**src/bfe_pkg.sv**
```systemverilog
// Package for the edge-normalised 3x3 box filter.
// Holds default sizes, the controller state type and the command and status
// structs shared by the controller and the datapath. No dependencies.
package bfe_pkg;

   localparam int DEF_MAX_WIDTH  = 1024;
   localparam int DEF_PIXEL_BITS = 16;

   // Width of the row width register as it appears on the configuration port.
   localparam int CSR_BITS = 11;

   // Neighbour count is 1 to 9.
   localparam int CNT_BITS = 4;

   typedef enum logic [2:0] {
      ST_IDLE,
      ST_COLUMN,
      ST_SUM,
      ST_DIVIDE,
      ST_EMIT
   } state_type;

   typedef struct packed {
      logic accept;     // item taken: write row store, read column, step counters
      logic shift;      // fold the new column into the window
      logic load;       // form the window sum and start the divider
      logic sel_last;   // current result is the one for the last column
      logic emit;       // load the output register
      logic frame_end;
      logic run_last;
   } cmd_type;

   typedef struct packed {
      logic gives_mid;  // item yields the result for the previous column
      logic gives_last; // item yields the result for the last column
      logic pad_item;   // item belongs to the padding row
      logic div_busy;
   } status_type;

endpackage

```
**src/bfe_ctrl.sv**
```systemverilog
// Controller of the 3x3 box filter: sequences one item through column fold,
// window sum, division and result hand-off. Depends on bfe_pkg.
module bfe_ctrl import bfe_pkg::*; (
   input  logic       clock,
   input  logic       reset,
   input  logic       req_valid,
   output logic       req_ready,
   output logic       rsp_valid,
   input  logic       rsp_ready,
   output cmd_type    cmd,
   input  status_type status
);

   state_type state_ff, state_in;
   logic      sel_last_ff, sel_last_in;
   logic      rsp_valid_ff, rsp_valid_in;
   logic      out_free;

   assign out_free = !rsp_valid_ff || rsp_ready;

   always_comb begin
      state_in = state_ff;
      case (state_ff)
         ST_IDLE: begin
            if (req_valid) begin
               state_in = ST_COLUMN;
            end
         end
         ST_COLUMN: begin
            state_in = (status.gives_mid || status.gives_last) ? ST_SUM : ST_IDLE;
         end
         ST_SUM: begin
            state_in = ST_DIVIDE;
         end
         ST_DIVIDE: begin
            if (!status.div_busy) begin
               state_in = ST_EMIT;
            end
         end
         ST_EMIT: begin
            if (out_free) begin
               state_in = (sel_last_ff || !status.gives_last) ? ST_IDLE : ST_SUM;
            end
         end
         default: begin
            state_in = ST_IDLE;
         end
      endcase
   end

   always_comb begin
      req_ready     = 1'b0;
      cmd           = '0;
      cmd.sel_last  = sel_last_ff;
      cmd.frame_end = sel_last_ff && status.pad_item;
      cmd.run_last  = sel_last_ff || !status.gives_last;
      case (state_ff)
         ST_IDLE: begin
            req_ready  = 1'b1;
            cmd.accept = req_valid;
         end
         ST_COLUMN: begin
            cmd.shift = 1'b1;
         end
         ST_SUM: begin
            cmd.load = 1'b1;
         end
         ST_EMIT: begin
            cmd.emit = out_free;
         end
         default: begin
         end
      endcase
   end

   always_comb begin
      sel_last_in = sel_last_ff;
      if (state_ff == ST_COLUMN) begin
         sel_last_in = !status.gives_mid;
      end else if (cmd.emit) begin
         sel_last_in = 1'b1;
      end
      if (cmd.emit) begin
         rsp_valid_in = 1'b1;
      end else if (rsp_ready) begin
         rsp_valid_in = 1'b0;
      end else begin
         rsp_valid_in = rsp_valid_ff;
      end
   end

   always_ff @(posedge clock) begin
      if (reset) begin
         state_ff     <= ST_IDLE;
         sel_last_ff  <= 1'b0;
         rsp_valid_ff <= 1'b0;
      end else begin
         state_ff     <= state_in;
         sel_last_ff  <= sel_last_in;
         rsp_valid_ff <= rsp_valid_in;
      end
   end

   assign rsp_valid = rsp_valid_ff;

endmodule

```
**config.mk**
```make
export PLATFORM = sky130hd
export DESIGN_NAME = bfe_ctrl
export DESIGN_NICKNAME = d
export VERILOG_FILES = /design/src/bfe_pkg.sv /design/src/bfe_ctrl.sv
export SDC_FILE = /design/constraint.sdc
export NUM_CORES = 1
export LEC_CHECK = 0
export BUFFER_PORTS_ARGS = -buffer_cell sky130_fd_sc_hd__buf_2
export CORE_AREA = 3 3 40 42
export DETAILED_ROUTE_END_ITERATION = 10
export DIE_AREA = 0 0 43 45
export MAX_ROUTING_LAYER = met4
export SYNTH_ARGS = -nofsm -noshare
export SYNTH_HDL_FRONTEND = slang
export SYNTH_SLANG_ARGS = --single-unit
```
**constraint.sdc**
```tcl
create_clock -name clock -period 1.9 [get_ports clock]
set_clock_uncertainty 0.05 [all_clocks]
set_input_delay 0.38 -clock clock [delete_from_list [all_inputs] [get_ports clock]]
set_output_delay 0.38 -clock clock [all_outputs]
set_load 0.01 [all_outputs]
```
# Word level (Yosys, flattened, before mapping)
# Cells that the tools add are included.
[classes]
reduce_logical = 11
n_eq_ne = 7
muxes = 15
[op_table]
columns = ["op", "count"]
rows = [
  ["$pmux W3 S5", 1],
  ["$mux W1", 9],
  ["$mux W3", 3],
  ["$eq A3 B2 Y1 const B", 2],
  ["$ne A2 B2 Y1 const B", 3],
  ["$mux W2", 2],
  ["$reduce_bool A2 Y1", 2],
  ["$eq A3 B1 Y1 const B", 1],
  ["$eq A3 B3 Y1 const B", 1],
  ["$logic_not A1 Y1", 3],
  ["$logic_not A3 Y1", 1],
  ["$logic_or A1 B1 Y1", 3],
  ["$reduce_and A3 Y1", 1],
  ["$logic_and A1 B1 Y1", 1],
]
[totals]
in_bits = 8
reg_bits = 5
elab_cells = 36
output_inout_bits = 9

# Logic depth before layout (Yosys ltp)
[logic_depth]
ltp_word = 5
mapped_depth = 5
ltp_nobuf = 4

# Worst setup path after synthesis
# Ideal clock, no wire load.
[synth_path]
path_kind = "reg-to-output"
start = "reg state_ff[2]"
end = "out cmd[6] in the netlist's numbering"
arrival_ns = 1.023
required_time_ns = 1.470
path_slack_ns = 0.447
path_buffers = 1
path_stages_with_launch = 4
path_cell_list = "dfxtp_1 -> buf_4 -> nor3_1 -> and2_1"
[synth_lines]
columns = ["item", "line", "rtl"]
rows = [
  ["start: declaration", "bfe_ctrl.sv:14", "state_type state_ff, state_in;"],
  ["start signal: assignment", "bfe_ctrl.sv:98", "state_ff <= state_in;"],
  ["end: declaration", "bfe_ctrl.sv:10", "output cmd_type cmd,"],
]

==> metrics <==
status complete, no violations; Yosys reg bits 5; Hold Vio Cnt, Final 0; Hold Path Class in2reg; element type at the critical path start flop; total gr overflow 0; global-route wire length before repair ~1200 um; Synth Warn # 0; Vert. Die Dim around 45 um; final core occ 0.3262; Max Root-Sink Buffers 2; buffer count from post-CTS setup fixing 0; minimum clock period 1676 ps; CP endpoint kind output pin; Design Power roughly 0.35 mW; port buffer count 16; DIE WIDTH about 43 um; Reg clk slew, reported paths about 50 ps; final setup fails 0; initial antenna violation count 0; Final ANT Viol Nets 0; RD Place Congestion ~0.71; GRT Util Overall 0.09863; RSZ-0062 raised after global routing no; num rows 13; Peak Freq 596.8 MHz; Pins Over Slew Limit 0; crit path max-delay cell type dfxtp_1; Max FO, Critical Path 8; Hold Path Cell Cnt 2; H-tree level count 1; antenna cells 0; fraction of registers with async set/reset 0; pre-CTS WS between 400 and 500 ps; Setup WS post-layout approximately 220 ps; vias in the first global route ~310; CTS tree built; sequential element share of the synthesized area 0.3162; Initial DRC Count 3; Initial Utilization 0.2463; DRC 0; Critical Path RT 1470 ps; critical path type reg2out; Crit Reg-Reg Endpoint state_ff[1]$_SDFFE_PP0P_; Reg2Reg Setup Slack between 500 and 600 ps; worst r2r path cells 4; final std cells w/o fill slightly above 70; Core Box Area about 1300 um^2; Cell Area, Placed between 300 and 400 um^2; # nets final between 60 and 70; Num CTS Buffers 3; I/O pin cnt 17; VDD IR-drop max 0.2176 mV; Final Instance Area 419.2 um^2; Placed Cells 67; worst path arrival time between 1000 and 1500 ps; worst skew pair latency about 250 ps; Vias/cell just under 5; cts repair resizes 0; crit share post-route 0.8819; Power Dens Cells between 800 and 900 nW/um^2; reg2reg start state_ff[0]$_SDFFE_PP0P_; hold buffer count at cts 0; die area about 1900 um^2; HP Start status[3]; Post-synth EDFFs 0; largest net degree at the start of global routing 13; hpwl dp roughly 600 um; Crit path largest cell delay between 300 and 400 ps; Mapped Area about 320 um^2; Slew @ Worst Pin about 360 ps; leakage around 0.21 nW; CTS Root Cell clkbuf_4; TNS Setup 0 ps; Synth Instances 39; Max Cap Violations 0; worst hold slack 277.2 ps; Routed Wire Length 793 um; vias post-DR 349; WHS Endpoint sel_last_ff$_SDFFE_PP0P_; syn nets between 40 and 50; Most used DFF post-synth dfxtp_1; Max-slew headroom 0.7611; layout cells sized above 1 0.4107; DR WL/cell between 10 and 15 um; Mean Syn Cell Area between 8 and 9 um^2; Clock Sinks 5; Syn-to-layout area delta 32.41%; drt pass-1 iters 3; Distinct cells, synth 21; worst-path cell chain nor2_1 -> and3b_1 -> buf_2
==> state kept, by name (all words and copies together) (netlist names) <==
| register | flops |
|---|---|
| state_ff | 3 |
| rsp_valid | 1 |
| sel_last_ff | 1 |
==> cells in the mapped netlist (all sizes together) (2+ instances only) <==
library cell / count / share of area
and2: 2 / 0.040
buf: 3 / 0.071
and2b: 2 / 0.055
a21oi: 2 / 0.032
dfxtp: 5 / 0.32
nor2: 5 / 0.059
and3b: 2 / 0.055
inv: 2 / 0.024
nor3: 5 / 0.079
==> worst max path at each step <==
stage / endpoint / cells after the start / start
2_1_floorplan: cmd[6] / 3 / state_ff[2]$_SDFFE_PP0P_
3_3_place_gp: cmd[2] / 4 / rsp_ready
3_5_place_dp: cmd[2] / 4 / rsp_ready
4_1_cts: cmd[2] / 3 / state_ff[1]$_SDFFE_PP0P_
5_1_grt: cmd[2] / 3 / state_ff[1]$_SDFFE_PP0P_
6_report: cmd[2] / 3 / state_ff[1]$_SDFFE_PP0P_
==> worst max-delay path: cells and delay by family (launching register included) <==
kind | cells | cell delay (ps)
DFF | 1 | 370
buffers and inverters | 1 | 130
and+or+nand+nor | 2 | 490
==> where the power goes <==
part           internal (mW)  leakage (nW)  switching, mW
Sequential             0.114        0.0409         0.0123
Combinational         0.0425         0.151         0.0494
Clock                 0.0796        0.0150         0.0476
==> area by class of cell <==
cell class / count / area, um^2
Clock buffer: 4 / 26.28
Fill cell: 151 / 865.8
Inverter: 2 / 7.507
Multi-Input combinational cell: 29 / 186.4
Sequential cell: 5 / 100.1
Tap cell: 15 / 18.77
Timing Repair Buffer: 16 / 80.08
==> layer usage <==
layer  track usage  routed length, um  part of all wire  up-vias
met2        0.1437                400              0.50       12
met3       0.07570                 89              0.11        4
met1       0.07470                272              0.34      159
met4        0.1024                 30             0.038        0
li1              -                  -                 -      174
met5             -                  0                 0        -
==> placed cells by master, fill, tap and decap left out, drive strengths merged, types with 2 or more instances in the layout <==
cell type / netlist / routed
buf: 3 / 16
nor2: 5 / 5
nor3: 5 / 5
dfxtp: 5 / 5
clkbuf: 0 / 4
and2b: 2 / 2
and3b: 2 / 2
and2: 2 / 2
a21oi: 2 / 2
inv: 2 / 2
==> cell families after synthesis <==
family | synth area share
flops | 0.3162
simple gates | 0.3399
buf+inv | 0.09483
compound gates | 0.2490
(Power assumes the default switching activity.)
